[config.mk]
export PLATFORM = sky130hd
export DESIGN_NAME = region_mean_colour_change_detect_flat
export DESIGN_NICKNAME = d
export VERILOG_FILES = /design/src/hw/rtl/rmc_pkg.sv /design/src/hw/rtl/rmc_if.sv /design/src/hw/rtl/rmc_ctrl.sv /design/src/hw/rtl/rmc_dp.sv /design/src/hw/rtl/region_mean_colour_change_detect.sv /design/src/flat_wrapper.sv
export SDC_FILE = /design/constraint.sdc
export NUM_CORES = 1
export LEC_CHECK = 0
export ABC_AREA = 1
export ABC_CLOCK_PERIOD_IN_PS = 9400
export BUFFER_PORTS_ARGS = -buffer_cell sky130_fd_sc_hd__buf_2
export CORE_MARGIN = 2
export CORE_UTILIZATION = 30
export CTS_BUF_LIST = sky130_fd_sc_hd__clkbuf_8 sky130_fd_sc_hd__clkbuf_16
export CTS_CLUSTER_SIZE = 25
export DETAILED_ROUTE_END_ITERATION = 6
export MAX_ROUTING_LAYER = met4
export PLACE_DENSITY = 0.56
export SLEW_MARGIN = 5
export SYNTH_ARGS = -nofsm -noshare
export SYNTH_HDL_FRONTEND = slang
export SYNTH_SLANG_ARGS = --single-unit
export TNS_END_PERCENT = 5
[constraint.sdc]
create_clock -name clk -period 9.4 [get_ports clk]
set_input_delay 1.41 -clock clk [delete_from_list [all_inputs] [get_ports clk]]
set_output_delay 1.41 -clock clk [all_outputs]
set_load 0.05 [all_outputs]
[src/hw/rtl/rmc_pkg.sv]
// ----------------------------------------------------------------------------
// rmc_pkg
// Shared constants, codes and controller/datapath handshake types for the
// region mean colour change detector.
// ----------------------------------------------------------------------------
package rmc_pkg;

	// default pixel bound per region frame
	localparam int unsigned DEF_MAX_PIXELS = 4096;

	// channel and threshold widths
	localparam int unsigned CH_W   = 8;
	localparam int unsigned THR_W  = 10;
	localparam int unsigned DIFF_W = 10;

	// restoring divider: one quotient bit per step
	localparam int unsigned DIV_STEPS = CH_W;
	localparam int unsigned STEP_W    = $clog2(DIV_STEPS);

	// configuration port
	localparam int unsigned APB_AW = 2;
	localparam int unsigned APB_DW = 32;
	localparam logic [APB_AW-1:0] ADDR_THRESH = 2'd0;
	localparam logic [THR_W-1:0]  THRESH_RST  = 10'd3;

	// controller commands to the datapath
	typedef struct packed {
		logic accum;    // add a non-final pixel
		logic load;     // add the final pixel, load divider, clear sums
		logic div_step; // one restoring division step on all channels
		logic commit;   // decide emit, update last colour / output word
	} rmc_cmd_t;

	// datapath status to the controller
	typedef struct packed {
		logic emit;      // new mean differs enough to be sent, or none sent yet
		logic out_stall; // output word still held, not taken this cycle
	} rmc_sts_t;

endpackage

[src/hw/rtl/rmc_if.sv]
// ----------------------------------------------------------------------------
// rmc_if
// Valid/ready channels: pixel words in, mean colour words out.
// ----------------------------------------------------------------------------
interface rmc_pix_if;
	logic       valid;
	logic       ready;
	logic [7:0] pixel_red;
	logic [7:0] pixel_green;
	logic [7:0] pixel_blue;
	logic       last_pixel;

	modport source (output valid, pixel_red, pixel_green, pixel_blue, last_pixel,
		input ready);
	modport sink (input valid, pixel_red, pixel_green, pixel_blue, last_pixel,
		output ready);
endinterface

interface rmc_mean_if;
	logic       valid;
	logic       ready;
	logic [7:0] mean_red;
	logic [7:0] mean_green;
	logic [7:0] mean_blue;

	modport source (output valid, mean_red, mean_green, mean_blue, input ready);
	modport sink (input valid, mean_red, mean_green, mean_blue, output ready);
endinterface

[src/hw/rtl/rmc_ctrl.sv]
// ----------------------------------------------------------------------------
// rmc_ctrl
// Sequencer: accumulate pixels, run the 8-step divide at the frame end,
// then make the emit decision once the output word is free or nothing is sent.
// ----------------------------------------------------------------------------
module rmc_ctrl (
	input  logic            clk,
	input  logic            arst_n,
	input  logic            in_valid,
	input  logic            in_last,
	output logic            in_ready,
	input  rmc_pkg::rmc_sts_t sts,
	output rmc_pkg::rmc_cmd_t cmd
);
	import rmc_pkg::*;

	typedef enum logic [2:0] {
		ST_ACCUM  = 3'b001,
		ST_DIV    = 3'b010,
		ST_DECIDE = 3'b100
	} state_t;

	state_t            state_q, state_d;
	logic [STEP_W-1:0] step_q;
	logic              accept;

	assign in_ready = (state_q == ST_ACCUM);
	assign accept   = in_valid && in_ready;

	// commands
	always_comb begin
		cmd.accum    = accept && !in_last;
		cmd.load     = accept && in_last;
		cmd.div_step = (state_q == ST_DIV);
		cmd.commit   = (state_q == ST_DECIDE) && !(sts.emit && sts.out_stall);
	end

	// next state
	always_comb begin
		state_d = state_q;
		unique case (state_q)
			ST_ACCUM: begin
				if (cmd.load) state_d = ST_DIV;
			end
			ST_DIV: begin
				if (step_q == STEP_W'(DIV_STEPS - 1)) state_d = ST_DECIDE;
			end
			ST_DECIDE: begin
				if (cmd.commit) state_d = ST_ACCUM;
			end
			default: state_d = ST_ACCUM;
		endcase
	end

	// state and step counter
	always_ff @(posedge clk or negedge arst_n) begin
		if (!arst_n) begin
			state_q <= ST_ACCUM;
			step_q  <= '0;
		end else begin
			state_q <= state_d;
			if (cmd.load)          step_q <= '0;
			else if (cmd.div_step) step_q <= step_q + STEP_W'(1);
		end
	end

endmodule

[src/hw/rtl/rmc_dp.sv]
// ----------------------------------------------------------------------------
// rmc_dp
// Datapath: channel sums and pixel count, three restoring dividers sharing
// one shifted divisor, last-colour store, change test and output register.
// ----------------------------------------------------------------------------
module rmc_dp #(
	parameter int unsigned MAX_PIXELS = rmc_pkg::DEF_MAX_PIXELS
) (
	input  logic                     clk,
	input  logic                     arst_n,
	input  rmc_pkg::rmc_cmd_t        cmd,
	output rmc_pkg::rmc_sts_t        sts,
	input  logic [7:0]               pixel_red,
	input  logic [7:0]               pixel_green,
	input  logic [7:0]               pixel_blue,
	input  logic [rmc_pkg::THR_W-1:0] thresh,
	output logic                     out_valid,
	input  logic                     out_ready,
	output logic [7:0]               mean_red,
	output logic [7:0]               mean_green,
	output logic [7:0]               mean_blue
);
	import rmc_pkg::*;

	localparam int unsigned TW = $clog2(MAX_PIXELS + 1); // tally width
	localparam int unsigned SW = TW + CH_W;              // sum / remainder width
	localparam int unsigned DW = TW + DIV_STEPS - 1;     // shifted divisor width

	logic [SW-1:0]   sum_q [3];
	logic [SW-1:0]   sum_nx [3];
	logic [TW-1:0]   tally_q, tally_nx;
	logic            room;
	logic [CH_W-1:0] pix [3];

	logic [SW-1:0]   rem_q [3];
	logic [SW-1:0]   rem_nx [3];
	logic [CH_W-1:0] quo_q [3];
	logic [2:0]      qbit;
	logic [DW-1:0]   dsh_q;

	logic [CH_W-1:0] prev_q [3];
	logic            prev_valid_q;
	logic [CH_W-1:0] mean_q [3];
	logic            out_valid_q;

	logic [CH_W-1:0] adiff [3];
	logic [DIFF_W-1:0] diff;

	assign pix[0] = pixel_red;
	assign pix[1] = pixel_green;
	assign pix[2] = pixel_blue;

	// accumulate while the count is below the bound
	assign room     = (tally_q < TW'(MAX_PIXELS));
	assign tally_nx = room ? tally_q + TW'(1) : tally_q;
	always_comb begin
		for (int c = 0; c < 3; c++) begin
			sum_nx[c] = room ? sum_q[c] + SW'(pix[c]) : sum_q[c];
		end
	end

	always_ff @(posedge clk or negedge arst_n) begin
		if (!arst_n) begin
			tally_q <= '0;
			for (int c = 0; c < 3; c++) sum_q[c] <= '0;
		end else if (cmd.load) begin
			tally_q <= '0;
			for (int c = 0; c < 3; c++) sum_q[c] <= '0;
		end else if (cmd.accum) begin
			tally_q <= tally_nx;
			for (int c = 0; c < 3; c++) sum_q[c] <= sum_nx[c];
		end
	end

	// divide step: compare remainder against count shifted to this bit
	always_comb begin
		for (int c = 0; c < 3; c++) begin
			qbit[c]   = (rem_q[c] >= SW'(dsh_q));
			rem_nx[c] = qbit[c] ? rem_q[c] - SW'(dsh_q) : rem_q[c];
		end
	end

	always_ff @(posedge clk) begin
		if (cmd.load) begin
			dsh_q <= {tally_nx, (DIV_STEPS - 1)'(0)};
			for (int c = 0; c < 3; c++) rem_q[c] <= sum_nx[c];
		end else if (cmd.div_step) begin
			dsh_q <= dsh_q >> 1;
			for (int c = 0; c < 3; c++) begin
				rem_q[c] <= rem_nx[c];
				quo_q[c] <= {quo_q[c][CH_W-2:0], qbit[c]};
			end
		end
	end

	// summed absolute difference from last sent colour
	always_comb begin
		for (int c = 0; c < 3; c++) begin
			adiff[c] = (quo_q[c] > prev_q[c]) ? quo_q[c] - prev_q[c] : prev_q[c] - quo_q[c];
		end
		diff = DIFF_W'(adiff[0]) + DIFF_W'(adiff[1]) + DIFF_W'(adiff[2]);
	end

	assign sts.emit      = !prev_valid_q || (diff > thresh);
	assign sts.out_stall = out_valid_q && !out_ready;

	// last colour and output word
	always_ff @(posedge clk or negedge arst_n) begin
		if (!arst_n) begin
			prev_valid_q <= 1'b0;
			out_valid_q  <= 1'b0;
			for (int c = 0; c < 3; c++) prev_q[c] <= '0;
		end else begin
			if (cmd.commit && sts.emit) begin
				prev_valid_q <= 1'b1;
				out_valid_q  <= 1'b1;
				for (int c = 0; c < 3; c++) prev_q[c] <= quo_q[c];
			end else if (out_ready) begin
				out_valid_q <= 1'b0;
			end
		end
	end

	always_ff @(posedge clk) begin
		if (cmd.commit && sts.emit) begin
			for (int c = 0; c < 3; c++) mean_q[c] <= quo_q[c];
		end
	end

	assign out_valid  = out_valid_q;
	assign mean_red   = mean_q[0];
	assign mean_green = mean_q[1];
	assign mean_blue  = mean_q[2];

endmodule

[src/hw/rtl/region_mean_colour_change_detect.sv]
// ----------------------------------------------------------------------------
// region_mean_colour_change_detect
// Region mean colour with change threshold; APB threshold register.
// ----------------------------------------------------------------------------
// Pixels are taken one per cycle while the input is open; after the final
// pixel, ready stays low through the 8 divider steps (one quotient bit per
// cycle) and the decide state, longer if the output word is held.
// A sent mean shows on the output the cycle after the decide cycle.
// Reset clears sums, count and last colour; the threshold resets to 3.
// ----------------------------------------------------------------------------
module region_mean_colour_change_detect #(
	parameter int unsigned MAX_PIXELS = rmc_pkg::DEF_MAX_PIXELS
) (
	input  logic                        clk,
	input  logic                        arst_n,
	rmc_pix_if.sink                     pix,
	rmc_mean_if.source                  mean,
	input  logic                        psel,
	input  logic                        penable,
	input  logic                        pwrite,
	input  logic [rmc_pkg::APB_AW-1:0]  paddr,
	input  logic [rmc_pkg::APB_DW-1:0]  pwdata,
	output logic [rmc_pkg::APB_DW-1:0]  prdata,
	output logic                        pready
);
	import rmc_pkg::*;

	logic [THR_W-1:0] thresh_q;
	logic             cfg_wr;
	rmc_cmd_t         cmd;
	rmc_sts_t         sts;
	logic             in_ready;

	// threshold register
	assign pready = 1'b1;
	assign cfg_wr = psel && penable && pwrite && pready;

	always_ff @(posedge clk or negedge arst_n) begin
		if (!arst_n) begin
			thresh_q <= THRESH_RST;
		end else if (cfg_wr && (paddr == ADDR_THRESH)) begin
			thresh_q <= pwdata[THR_W-1:0];
		end
	end

	assign prdata = (paddr == ADDR_THRESH) ? APB_DW'(thresh_q) : '0;

	assign pix.ready = in_ready;

	rmc_ctrl u_ctrl (
		.clk      (clk),
		.arst_n   (arst_n),
		.in_valid (pix.valid),
		.in_last  (pix.last_pixel),
		.in_ready (in_ready),
		.sts      (sts),
		.cmd      (cmd)
	);

	rmc_dp #(
		.MAX_PIXELS (MAX_PIXELS)
	) u_dp (
		.clk         (clk),
		.arst_n      (arst_n),
		.cmd         (cmd),
		.sts         (sts),
		.pixel_red   (pix.pixel_red),
		.pixel_green (pix.pixel_green),
		.pixel_blue  (pix.pixel_blue),
		.thresh      (thresh_q),
		.out_valid   (mean.valid),
		.out_ready   (mean.ready),
		.mean_red    (mean.mean_red),
		.mean_green  (mean.mean_green),
		.mean_blue   (mean.mean_blue)
	);

	// final pixel starts the divide, so input closes next cycle
	a_last_closes_input: assert property (@(posedge clk) disable iff (!arst_n)
		(pix.valid && in_ready && pix.last_pixel) |=> !in_ready)
		else $error("input still open after final pixel");

	// a new mean only appears out of the divide/decide phase
	a_mean_after_divide: assert property (@(posedge clk) disable iff (!arst_n)
		$rose(mean.valid) |-> $past(!in_ready))
		else $error("mean word raised outside decide");

	// only a register write changes the threshold
	a_thresh_stable: assert property (@(posedge clk) disable iff (!arst_n)
		!cfg_wr |=> $stable(thresh_q))
		else $error("threshold changed without write");

	// commands never overlap
	a_cmd_exclusive: assert property (@(posedge clk) disable iff (!arst_n)
		$onehot0({cmd.accum, cmd.load, cmd.div_step, cmd.commit}))
		else $error("overlapping datapath commands");

endmodule

[src/flat_wrapper.sv]
// flat-port wrapper written by rule: the top's interface ports become plain ports
module region_mean_colour_change_detect_flat import rmc_pkg::*;
#(
	parameter int unsigned MAX_PIXELS = rmc_pkg::DEF_MAX_PIXELS
)
  (clk, arst_n, psel, penable, pwrite, paddr, pwdata, prdata, pready, pix_valid, pix_pixel_red, pix_pixel_green, pix_pixel_blue, pix_last_pixel, pix_ready, mean_valid, mean_mean_red, mean_mean_green, mean_mean_blue, mean_ready);
  rmc_pix_if pix_i ();
  rmc_mean_if mean_i ();
  input  logic clk;
  input  logic arst_n;
  input  logic psel;
  input  logic penable;
  input  logic pwrite;
  input  logic [rmc_pkg::APB_AW-1:0] paddr;
  input  logic [rmc_pkg::APB_DW-1:0] pwdata;
  output logic [rmc_pkg::APB_DW-1:0] prdata;
  output logic pready;
  input wire logic [$bits(pix_i.valid)-1:0] pix_valid;
  input wire logic [$bits(pix_i.pixel_red)-1:0] pix_pixel_red;
  input wire logic [$bits(pix_i.pixel_green)-1:0] pix_pixel_green;
  input wire logic [$bits(pix_i.pixel_blue)-1:0] pix_pixel_blue;
  input wire logic [$bits(pix_i.last_pixel)-1:0] pix_last_pixel;
  output wire logic [$bits(pix_i.ready)-1:0] pix_ready;
  output wire logic [$bits(mean_i.valid)-1:0] mean_valid;
  output wire logic [$bits(mean_i.mean_red)-1:0] mean_mean_red;
  output wire logic [$bits(mean_i.mean_green)-1:0] mean_mean_green;
  output wire logic [$bits(mean_i.mean_blue)-1:0] mean_mean_blue;
  input wire logic [$bits(mean_i.ready)-1:0] mean_ready;
  assign pix_i.valid = pix_valid;
  assign pix_i.pixel_red = pix_pixel_red;
  assign pix_i.pixel_green = pix_pixel_green;
  assign pix_i.pixel_blue = pix_pixel_blue;
  assign pix_i.last_pixel = pix_last_pixel;
  assign pix_ready = pix_i.ready;
  assign mean_valid = mean_i.valid;
  assign mean_mean_red = mean_i.mean_red;
  assign mean_mean_green = mean_i.mean_green;
  assign mean_mean_blue = mean_i.mean_blue;
  assign mean_i.ready = mean_ready;
  region_mean_colour_change_detect #(.MAX_PIXELS(MAX_PIXELS)) u_core (.clk(clk), .arst_n(arst_n), .pix(pix_i), .mean(mean_i), .psel(psel), .penable(penable), .pwrite(pwrite), .paddr(paddr), .pwdata(pwdata), .prdata(prdata), .pready(pready));
endmodule
======== Yosys cells after proc, flatten, opt, wreduce, memory -nomap -nowiden ========
Memory sizes are Yosys's and may differ from the RTL's.
Index checks and enable logic that the tools add are counted.
storage, ports and cells
  bits in read-only memories .............. 0
  bits of input ports ..................... 66
  memory bits (writable) .................. 111
  word-level logic and storage cells ...... 106
  latch bits .............................. 0
  output and inout port bits .............. 59
  memories kept ........................... 3
  register bits after elaboration ......... 138
operators by class
  reduce and logical (&&, ||, !) cells .... 20
  $mul .................................... 0
  equality and inequality tests ........... 7
  div/mod/pow operators ................... 0
  mux-type cells .......................... 35
  bitwise logic cells ..................... 3
  add/subtract/negate cells ............... 16
  shift operators ......................... 0
  order comparisons ....................... 8
memory list
  name                depth  bits a word  read ports  clocked after memory_dff  wr ports  RTL line      text
  u_core.u_dp.rem_q   3      21           3           0                         3         rmc_dp.sv:35  logic [SW-1:0] rem_q [3];
  u_core.u_dp.mean_q  3      8            3           0                         3         rmc_dp.sv:43  logic [CH_W-1:0] mean_q [3];
  u_core.u_dp.quo_q   3      8            3           0                         3         rmc_dp.sv:37  logic [CH_W-1:0] quo_q [3];
operator list
  cell                   number
  $mux 21                9
  $mux 63                2
  $add 21x8->21          3
  $ge 21x20->1           3
  $sub 21x20->21         3
  $sub 8x8->8            6
  $mux 20                2
  $mux 13                3
  $gt 8x8->1             3
  $mux 8                 3
  $mux 3                 5
  $add 13x1->13 const B  1
  $lt 13x13->1 const B   1
  $add 9x8->10           1
  $gt 10x10->1           1
  $logic_and 1x1->1      10
  $mux 10                1
  $add 8x8->9            1
  $mux 1                 9
  $pmux 3 s3             1
  $eq 3x3->1 const B     2
  $reduce_bool 2->1      3
  $logic_not 1->1        4
  $ne 2x1->1 const B     2
  8 further kinds        10

======== Depth between registers and ports, before layout ========
Gate-level depths: netlist of the first run.
An unclocked memory read counts as a cell.
  depth in word-level cells ............... 13
  depth in mapped cells ................... 35
  gate-level depth less buffers ........... 33

======== Hierarchy ========
Synthesis of the first run repeated with hierarchy kept, for this count alone.
unflattened totals
  cell total of the unflattened synthesis .. 2,814
  area, all modules ....................... 19,831.5 um^2
modules (own cells, without submodules)
  module                            instances  area an instance (um^2)  cells an instance  sequential area each (um^2)
  rmc_dp                            1          18,785.5                 2,674              6,416.2
  region_mean_colour_change_detect  1          690.7                    93                 252.7
  rmc_ctrl                          1          355.3                    47                 151.4

======== Worst setup path before layout of the first run ========
No wires, ideal clock.
  kind .................................... register to register
  from .................................... memory u_core.u_dp.quo_q[1][0] (netlist: u_core.u_dp.quo_q[0][8])
  to ...................................... memory u_core.u_dp.mean_q[0][0] (enable)
  clock period less this slack ............ 5.344 ns
  stages on the path, launching flop included .. 33
  path buffers ............................ 1
  slack ................................... 4.056 ns
  required time ........................... 9.021 ns
  setup time .............................. 0.379 ns
  data arrival time ....................... 4.965 ns
  cells stage by stage .................... edfxtp_1 > inv_1 > ha_1 > inv_1 > fa_1 > nand3_1 > nand2_1 > a21oi_1 > nand2_1 > nand2_2 > inv_2 > nand2_1 > nand2_1 > fa_1 > ha_1 > inv_1 > fa_1 > o21ai_0 > nand2_1 > nand2_1 > a21oi_1 > xor2_1 > inv_1 > ha_1 > nand2_1 > nor2_2 > nand3_1 > nand3_1 > nand2_1 > nand2_4 > nand3_4 > buf_6 > inv_1
RTL lines
  element             RTL line
  start: declaration  rmc_dp.sv:37
  end: declaration    rmc_dp.sv:43

==> results of run 1 <==
## metal layers
metal / vias up / routed length [um] / GRT usage [%]
li1: 9148 / - / -
met1: 8155 / 27100 / 22.9
met2: 351 / 24600 / 26.0
met3: 63 / 2370 / 2.25
met4: 0 / 1190 / 4.26
met5: - / 0 / -
## layout make-up
class | instances | area (um2) | area share (%)
Multi-Input combinational cell | 2059 | 11000 | 49.6
Sequential cell | 249 | 6820 | 30.7
Inverter | 449 | 1690 | 7.62
Tap cell | 864 | 1080 | 4.87
Clock buffer | 39 | 953 | 4.30
Timing Repair Buffer | 89 | 477 | 2.15
Clock inverter | 22 | 158 | 0.711
## worst paths after layout
check | startpoint | end
worst min register to register | u_core.u_dp.prev_q[15] | u_core.u_dp.prev_q[15]
worst min-delay path | u_core.u_dp.prev_q[15] | u_core.u_dp.prev_q[15]
min in group asynchronous | arst_n | u_core.thresh_q[3]
max in group asynchronous | arst_n | u_core.u_dp.sum_q[27]
worst max register to register | u_core.u_dp.quo_q[0][8] | u_core.u_dp.mean_q[0][8]
worst max-delay path | u_core.u_dp.quo_q[0][8] | u_core.u_dp.mean_q[0][8]
## metrics by stage
stage / utilization, % / hold slack, ns / cells / worst slack [ns] / total power [W]
4_1_cts: 33.7 / 0.482 / 3771 / 2.40 / 0.00807
3_5_place_dp: 32.1 / 0.466 / 3710 / 2.40 / 0.00673
2_1_floorplan: - / 0.442 / 2846 / 4.06 / 0.00555
6_report: 33.7 / 0.474 / 3771 / 2.60 / 0.00795
5_1_grt: 33.7 / 0.504 / 3771 / 1.88 / 0.00889
3_3_place_gp: 32.1 / 0.460 / 3710 / 2.50 / 0.00670
## synthesized netlist by cell type, types with 35 or more instances
cell type	number
dfrtp_1	115
edfxtp_1	124
ha_1	149
a21oi_1	94
nor2_1	169
inv_1	438
nand4_1	72
o21ai_0	74
buf_2	35
xor2_1	48
nand2_1	978
nand3_1	240
## worst max-delay path: cells and delay by family, from the launching register on
| kind | cells | cell delay [ns] |
|---|---|---|
| fa+ha+maj | 6 | 1.87 |
| buf+inv | 5 | 1.23 |
| flops | 1 | 0.52 |
| compound gates | 4 | 0.81 |
| simple gates | 16 | 1.96 |
## registers in the layout (all words and copies together), names as in the netlist
register	count
u_core.u_dp.mean_q	24
u_core.thresh_q	10
u_core.u_dp.dsh_q	20
u_core.u_dp.out_valid	1
u_core.u_dp.rem_q	63
u_core.u_dp.tally_q	13
u_core.u_dp.prev_q	24
u_core.u_dp.prev_valid_q	1
u_core.u_dp.quo_q	24
u_core.u_ctrl.step_q	3
u_core.u_ctrl.state_q	3
u_core.u_dp.sum_q	63
## power by group through the flow
stage	clock network, W	registers [W]	logic [W]
floorplan	0	0.00157	0.00398
global placement	0	0.00161	0.00509
detailed placement	0	0.00161	0.00511
CTS	0.00134	0.00160	0.00513
global route	0.00137	0.00162	0.00590
finish	0.00130	0.00159	0.00506
## logic make-up after synthesis
group / Yosys count / share of synthesized area (%)
AND/OR/NAND/NOR: 1535 / 32.7
buffers and inverters: 538 / 11.0
AO/OA/AOI/OAI: 259 / 7.37
flip-flops: 249 / 34.2
adder cells (fa/ha/maj): 170 / 11.5
XOR/XNOR: 70 / 3.08
other: 2 / 0.0377
multiplexers: 2 / 0.100
==> metrics, run 1 <==
status=completed; WL per Instance=14.7 um; clock latency on the worst-skew pair=0.56 ns; die outline height=262 um; Distinct cells, synth=51; routed vias=17,700; H-tree depth=2; fillcell total=7,076; sequential share of power=20.1%; Max VDD drop=452 uV; async set-reset flop share out of synthesis=47.4%; antenna violations before repair=0; pwr/cell area=358 nW/um2; # Post-CTS Setup Buffers=0; vias in the first global route=16,600; share of the synthesized area in the top cell type=18.7%; pin slew with the least headroom to its limit=1.07 ns; Worst Skew=0.0303 ns; #FFs+latches synth=249; hold crit path type=reg2reg; Hold Buf Count CTS=0; Rows=94; Post-Syn Area=19,900 um2; Ports=125; top_reg_cell synth=edfxtp_1; core box area=65,700 um2; max cap viols=0; Mapped Cells=2,825; first-pass GRT wire length=88,600 um; CTS Buf Count=34; Via-to-Cell Ratio=4.70; WS Path Type=reg2reg; CTS tree=built; switching share of power=50.1%; Leakage=11.2 nW; Mean Syn Cell Area=7.05 um2; final instance area=22,200 um2; critical path's slowest cell=inv_1; Max Freq=147 MHz; largest net degree at the start of global routing=73; layout cells sized above 1=6.09%; Period minus WS final=6.80 ns; critical path fanouts, max=27; Pint=0.00397 W; R2R Setup Slk=2.60 ns; Worst path max stage delay=0.92 ns; startpoint types=register; highest-count cells in the layout ignoring fill and taps=978 x nand2_1, 446 x inv_1, 240 x nand3_1, 169 x nor2_1, 149 x ha_1; Area growth, synth to finish=11.4%; Net Sw Power=0.00398 W; Worst Setup End Kind=register; Layout Nets=3,118; Hold Path Stages=2; final setup violation count=0; # diodes=0; drt drc=0; ANT nets after route=0; Slew HR=28.9%; DP Area=21,100 um2; Die W=262 um; clock share of power=16.3%; Ys Warns=0; drt pass-1 iters=5; Worst EP arrival=6.95 ns; Routed Wire Length=55,300 um; R2R depth=31; maximum buffer depth of the clock tree=3; period utilization=72.3%; port bufs=79; clock-pin slew on the worst setup and hold paths=0.06 ns; EDFF count, synth=124; Hold Vio Cnt, Final=0; overall fraction of global-route tracks in use=16.7%; clock root buffer=clkbuf_16; Synth area leader=edfxtp_1; combinational share of power=63.6%; sequential area share after synthesis=34.2%; Placer Congestion=0.914; Initial Util=30.3%; RSZ-0062 raised after global routing=false; top post-synthesis cells by area=edfxtp_1 19%, nand2_1 18%, dfrtp_1 14%; crit-path most repeated cell=nand2_1; setup TNS=0 ns; DP Wirelength=41,200 um; GRT Residual Overflow=0; Pins Over Slew Limit=0; DIE AREA=68,500 um2; WP data required=9.55 ns; CTS resizes=0; most common cell after layout, fill and taps aside=nand2_1; drt initial violations=1,360; TritonCTS Sinks=249
Power figures use the tool's default switching activity.
==> inputs of run 2 (changes only) <==
--- a/config.mk
+++ b/config.mk
@@ -6,7 +6,7 @@
 export NUM_CORES = 1
 export LEC_CHECK = 0
 export ABC_AREA = 1
-export ABC_CLOCK_PERIOD_IN_PS = 9400
+export ABC_CLOCK_PERIOD_IN_PS = 6200
 export BUFFER_PORTS_ARGS = -buffer_cell sky130_fd_sc_hd__buf_2
 export CORE_MARGIN = 2
 export CORE_UTILIZATION = 30
@@ -14,7 +14,7 @@
 export CTS_CLUSTER_SIZE = 25
 export DETAILED_ROUTE_END_ITERATION = 6
 export MAX_ROUTING_LAYER = met4
-export PLACE_DENSITY = 0.56
+export PLACE_DENSITY = 0.58
 export SLEW_MARGIN = 5
 export SYNTH_ARGS = -nofsm -noshare
 export SYNTH_HDL_FRONTEND = slang
==> constraint.sdc (replaced) <==
create_clock -name clk -period 6.2 [get_ports clk]
set_input_delay 0.93 -clock clk [delete_from_list [all_inputs] [get_ports clk]]
set_output_delay 0.93 -clock clk [all_outputs]
set_load 0.05 [all_outputs]
==> run 2 against run 1 <==
  * Utilization up 0.20 points
  * Sequential power up 52%
  * Via count down 0.43%
  * Routed wire length down 0.53%
==> metrics, run 2 (same netlist as run 1, synthesis figures left out) <==
sequential share of power=19.7% (-0.4 points); DIE AREA=68,500 um2 (unchanged); Max Freq=185 MHz (+26%); clock-pin slew on the worst setup and hold paths=0.06 ns (about the same); crit-path most repeated cell=nand2_1; WS Path Type=reg2reg; ANT nets after route=0 (unchanged); R2R Path End=u_core.u_ctrl.state_q[0]; RSZ-0062 raised after global routing=false; Worst EP arrival=5.88 ns (-1.07 ns); combinational share of power=63.2% (-0.4 points); Worst Setup End Kind=register; switching share of power=49.4% (-0.63 points); H-tree depth=2 (unchanged); WP data required=6.67 ns (-2.88 ns); DP Wirelength=40,500 um (-1.5%); Max VDD drop=823 uV (+82%); Worst path max stage delay=0.51 ns (-0.41 ns); RR Startpoint=u_core.u_dp.quo_q[0][8]; setup TNS=0 ns (unchanged); pin slew with the least headroom to its limit=1.06 ns (-0.00472 ns); Net Sw Power=0.00606 W (+52%); worst hold slack=0.422 ns (-0.0516 ns); DP Area=21,100 um2 (+0.23%); Via-to-Cell Ratio=4.67 (-0.56%); Slew HR=29.1% (+0.22 points); clock root buffer=clkbuf_16; Area growth, synth to finish=12.0%; drt drc=0 (unchanged); max cap viols=0 (unchanged); Pint=0.00620 W (+56%); Routed Wire Length=55,000 um (-0.53%); startpoint types=register; Placer Congestion=0.908 (-0.69%); TritonCTS Sinks=249 (unchanged); final setup violation count=0 (unchanged); R2R Setup Slk=0.79 ns (-1.81 ns); overall fraction of global-route tracks in use=16.7% (+0.026 points); drt pass-1 iters=5 (unchanged); CTS resizes=0 (unchanged); pwr/cell area=549 nW/um2 (+53%); Period minus WS final=5.41 ns (-1.39 ns); hold crit path type=in2async; period utilization=87.3% (+15 points); critical path's slowest cell=fa_1; CTS tree=built; GRT Residual Overflow=0 (unchanged); Worst Skew=0.0317 ns (+0.00137 ns); Pins Over Slew Limit=0 (unchanged); Die W=262 um (unchanged); status=completed; port bufs=79 (unchanged); Rows=94 (unchanged); maximum buffer depth of the clock tree=3 (unchanged); Layout Nets=3,121 (+0.096%); drt initial violations=1,219 (-10%); CTS Buf Count=34 (unchanged); launch point of the worst path=u_core.u_dp.quo_q[0][8]; Hold Buf Count CTS=0 (unchanged); vias in the first global route=16,800 (+1.2%); most common cell after layout, fill and taps aside=nand2_1; layout cells sized above 1=6.32% (+0.23 points); core box area=65,700 um2 (unchanged); first-pass GRT wire length=88,800 um (+0.20%); clock latency on the worst-skew pair=0.56 ns (about the same); highest-count cells in the layout ignoring fill and taps=978 x nand2_1, 443 x inv_1, 240 x nand3_1, 169 x nor2_1, 149 x ha_1; critical path fanouts, max=25 (-7.4%); die outline height=262 um (unchanged); Leakage=11.3 nW (+0.48%); routed vias=17,600 (-0.43%); Initial Util=30.3% (unchanged); Hold Vio Cnt, Final=0 (unchanged); WL per Instance=14.6 um (-0.66%); Ports=125 (unchanged); clock share of power=17.1% (+0.8 points); worst setup path endpoint=u_core.u_ctrl.state_q[0]; # Post-CTS Setup Buffers=0 (unchanged); antenna violations before repair=0 (unchanged); largest net degree at the start of global routing=98 (+34%); R2R depth=33 (+6.5%); final instance area=22,300 um2 (+0.60%); biggest regs=u_core.u_dp.rem_q: 63 flops, u_core.u_dp.sum_q: 63 flops
-- run 2: cell count changes in the layout (fill, tap and decap cells not counted) --
cell,delta
clkbuf_8,+3
inv_1,-3
buf_12,+2
bufinv_16,+2
buf_4,+1
clkinvlp_4,-1
diode_2,+1
-- run 2: layout make-up --
| type | instances | area [um2] |
|---|---|---|
| Multi-Input combinational cell | 2059 | 11000 |
| Sequential cell | 249 | 6820 |
| Inverter | 449 | 1690 |
| Antenna cell | 1 | 2.50 |
| Clock buffer | 42 | 995 |
| Clock inverter | 20 | 199 |
| Timing Repair Buffer | 92 | 524 |
| Tap cell | 864 | 1080 |
| Fill cell | 7045 | 43400 |
-- run 2: stage by stage --
stage | worst slack (ns) | std cells | total power (W) | util [%]
after floorplan | 0.856 | 2846 | 0.00841 | -
after global placement | 0.841 | 3713 | 0.0101 | 32.1
after detailed placement | 0.779 | 3713 | 0.0102 | 32.1
after CTS | 0.738 | 3775 | 0.0124 | 33.9
after global routing | 0.170 | 3775 | 0.0137 | 33.9
final | 0.786 | 3776 | 0.0123 | 33.9
-- run 2: power by group through the flow --
stage / sequential, W / clock, W / combinational [W]
floorplan: 0.00238 / 0 / 0.00603
global placement: 0.00244 / 0 / 0.00771
detailed placement: 0.00244 / 0 / 0.00777
CTS: 0.00242 / 0.00216 / 0.00782
global route: 0.00246 / 0.00223 / 0.00897
finish: 0.00241 / 0.00210 / 0.00774
-- run 2: worst max-delay path, delay by kind of cell (launching register included) --
family / cells / cell delay, ns
adders and majority gates: 6 / 1.83
and+or+nand+nor: 18 / 1.66
AOI/OAI and AO/OA: 4 / 0.78
buffers and inverters: 5 / 0.60
DFF: 1 / 0.44
-- run 2: how the worst min path moves through the flow --
stage                           start                     end  slack [ns]  cells past startpoint
5_1_grt                        arst_n    u_core.u_dp.sum_q[8]        0.50                      1
4_1_cts                        arst_n    u_core.u_dp.sum_q[3]        0.45                      1
2_1_floorplan  u_core.u_dp.prev_q[15]  u_core.u_dp.prev_q[15]        0.44                      2
6_report                       arst_n    u_core.u_dp.sum_q[3]        0.42                      1
3_5_place_dp   u_core.u_dp.prev_q[15]  u_core.u_dp.prev_q[15]        0.46                      2
3_3_place_gp   u_core.u_dp.prev_q[15]  u_core.u_dp.prev_q[15]        0.46                      2
-- run 2: layer usage --
| metal | track usage, % | routed length, um | vias to the layer above |
|---|---|---|---|
| met5 | - | 0 | - |
| met4 | 3.46 | 781 | 0 |
| met3 | 2.27 | 2530 | 49 |
| met2 | 26.7 | 25000 | 340 |
| met1 | 22.7 | 26700 | 8066 |
| li1 | - | - | 9186 |
==> inputs of run 3 (changes only) <==
--- a/config.mk
+++ b/config.mk
@@ -14,7 +14,7 @@
 export CTS_CLUSTER_SIZE = 25
 export DETAILED_ROUTE_END_ITERATION = 6
 export MAX_ROUTING_LAYER = met4
-export PLACE_DENSITY = 0.58
+export PLACE_DENSITY_LB_ADDON = 0.25
 export SLEW_MARGIN = 5
 export SYNTH_ARGS = -nofsm -noshare
 export SYNTH_HDL_FRONTEND = slang
==> run 3 against run 2 <==
  * Design area fell by 0.16%
  * Count of clock-buffer cells in the layout down 2
  * Sequential share of layout area is essentially flat
  * Sequential power is essentially flat
==> metrics, run 3 (same netlist as run 1, synthesis figures left out) <==
status=completed; fillcell total=7,153 (+1.5%); largest net degree at the start of global routing=73 (-26%); Max Freq=183 MHz (-0.72%); crit-path most repeated cell=nand2_1; max cap viols=0 (unchanged); clock latency on the worst-skew pair=0.55 ns (about the same); RSZ-0062 raised after global routing=false; CTS resizes=0 (unchanged); hold crit path type=in2async; Layout Nets=3,122 (+0.032%); vias in the first global route=16,900 (+0.73%); Ports=125 (unchanged); dpl ws=0.727 ns (-0.0520 ns); layout cells sized above 1=6.32% (about the same); CTS Buf Count=34 (unchanged); Rows=94 (unchanged); setup ws final=0.747 ns (-0.0393 ns); delay-heaviest family, CP=adder cells; routed vias=17,600 (+0.034%); drt pass-1 iters=5 (unchanged); biggest regs=u_core.u_dp.rem_q: 63 flops, u_core.u_dp.sum_q: 63 flops; Routed Wire Length=57,000 um (+3.8%); setup TNS=0 ns (unchanged); H-tree depth=2 (unchanged); final setup violation count=0 (unchanged); DP Wirelength=42,300 um (+4.4%); Initial Util=30.3% (unchanged); # Post-CTS Setup Buffers=0 (unchanged); Tot Pwr=0.0122 W (-0.46%); WL per Instance=15.1 um (+3.8%); overall fraction of global-route tracks in use=17.3% (+0.57 points); critical path fanouts, max=26 (+4.0%); Worst Path Buf+Inv=5 (unchanged); Via-to-Cell Ratio=4.67 (about the same); TritonCTS Sinks=249 (unchanged); most common cell after layout, fill and taps aside=nand2_1; maximum buffer depth of the clock tree=3 (unchanged); Placer Congestion=0.923 (+1.7%); WS Path Type=reg2reg; # diodes=0 (-1); die outline height=262 um (unchanged); clock-pin slew on the worst setup and hold paths=0.06 ns (about the same); drt drc=0 (unchanged); Worst path max stage delay=0.51 ns (about the same); Worst EP arrival=5.92 ns (+0.04 ns); Worst Skew=0.0284 ns (-0.00329 ns); core box area=65,700 um2 (unchanged); DP Area=21,100 um2 (about the same); WP data required=6.66 ns (about the same); drt initial violations=1,157 (-5.1%); Slew HR=34.3% (+5.2 points); highest-count cells in the layout ignoring fill and taps=978 x nand2_1, 446 x inv_1, 240 x nand3_1, 169 x nor2_1, 149 x ha_1; period utilization=88.0% (+0.63 points); critical path's slowest cell=edfxtp_1; Area growth, synth to finish=11.8%; clock root buffer=clkbuf_16; final instance area=22,300 um2 (-0.16%); port bufs=79 (unchanged); ANT nets after route=0 (unchanged); pwr/cell area=548 nW/um2 (-0.31%); Hold Buf Count CTS=0 (unchanged); Period minus WS final=5.45 ns (+0.0393 ns); Pins Over Slew Limit=0 (unchanged); Max VDD drop=611 uV (-26%); startpoint types=register; Leakage=11.3 nW (about the same); CTS tree=built; Hold Vio Cnt, Final=0 (unchanged); pin slew with the least headroom to its limit=0.983 ns (-0.0778 ns); GRT Residual Overflow=0 (unchanged); antenna violations before repair=0 (unchanged); first-pass GRT wire length=91,300 um (+2.8%); DIE AREA=68,500 um2 (unchanged); Worst Setup End Kind=register; Die W=262 um (unchanged)
run 3: routing by layer:
layer | track usage (%) | wire length [um] | vias up
li1 | - | - | 9176
met3 | 1.84 | 2100 | 78
met4 | 4.69 | 1280 | 0
met2 | 27.4 | 25700 | 311
met5 | - | 0 | -
met1 | 23.5 | 28000 | 8082
run 3: report_power, final:
| part | switching, W | total, W | internal [W] | leakage (nW) |
|---|---|---|---|---|
| sequential | 0.000242 | 0.00242 | 0.00218 | 2.79 |
| clock | 0.000803 | 0.00205 | 0.00125 | 0.606 |
| combinational | 0.00499 | 0.00773 | 0.00274 | 7.91 |
| total | 0.00603 | 0.0122 | 0.00617 | 11.3 |
run 3: cell type report:
type / instances / area [um2] / area share (%)
flip-flops and latches: 249 / 6820 / 30.6
clock buffers: 40 / 978 / 4.39
multi-input cells: 2059 / 11000 / 49.4
well taps: 864 / 1080 / 4.85
repair buffers: 93 / 519 / 2.33
clock inverters: 22 / 188 / 0.842
inverters: 449 / 1690 / 7.59
run 3: through the flow:
stage                     instances  hold slack, ns  utilization [%]
after floorplan                2846           0.442                -
after global placement         3714           0.468             32.1
after detailed placement       3714           0.464             32.1
after CTS                      3776           0.404             33.9
after global routing           3776           0.418             33.9
final                          3776           0.375             33.9
run 3: worst reg2reg max path, delay by kind of cell (launching register included):
| kind | cells | cell delay, ns |
|---|---|---|
| AO/OA/AOI/OAI | 5 | 0.89 |
| buffers and inverters | 5 | 0.64 |
| flip-flops | 1 | 0.51 |
| adder cells (fa/ha/maj) | 6 | 1.95 |
| AND/OR/NAND/NOR | 16 | 1.41 |
run 3: final timing paths:
path,start,to,slack [ns],cells past startpoint
max,u_core.u_dp.quo_q[0][8],u_core.u_dp.prev_q[19],0.75,32
min,arst_n,u_core.thresh_q[8],0.37,1
max reg2reg,u_core.u_dp.quo_q[0][8],u_core.u_dp.prev_q[19],0.75,32
min reg2reg,u_core.u_dp.prev_q[23],u_core.u_dp.prev_q[23],0.48,2
max in group asynchronous,arst_n,u_core.u_dp.sum_q[19],4.53,2
min in group clk,u_core.u_dp.prev_q[23],u_core.u_dp.prev_q[23],0.48,2
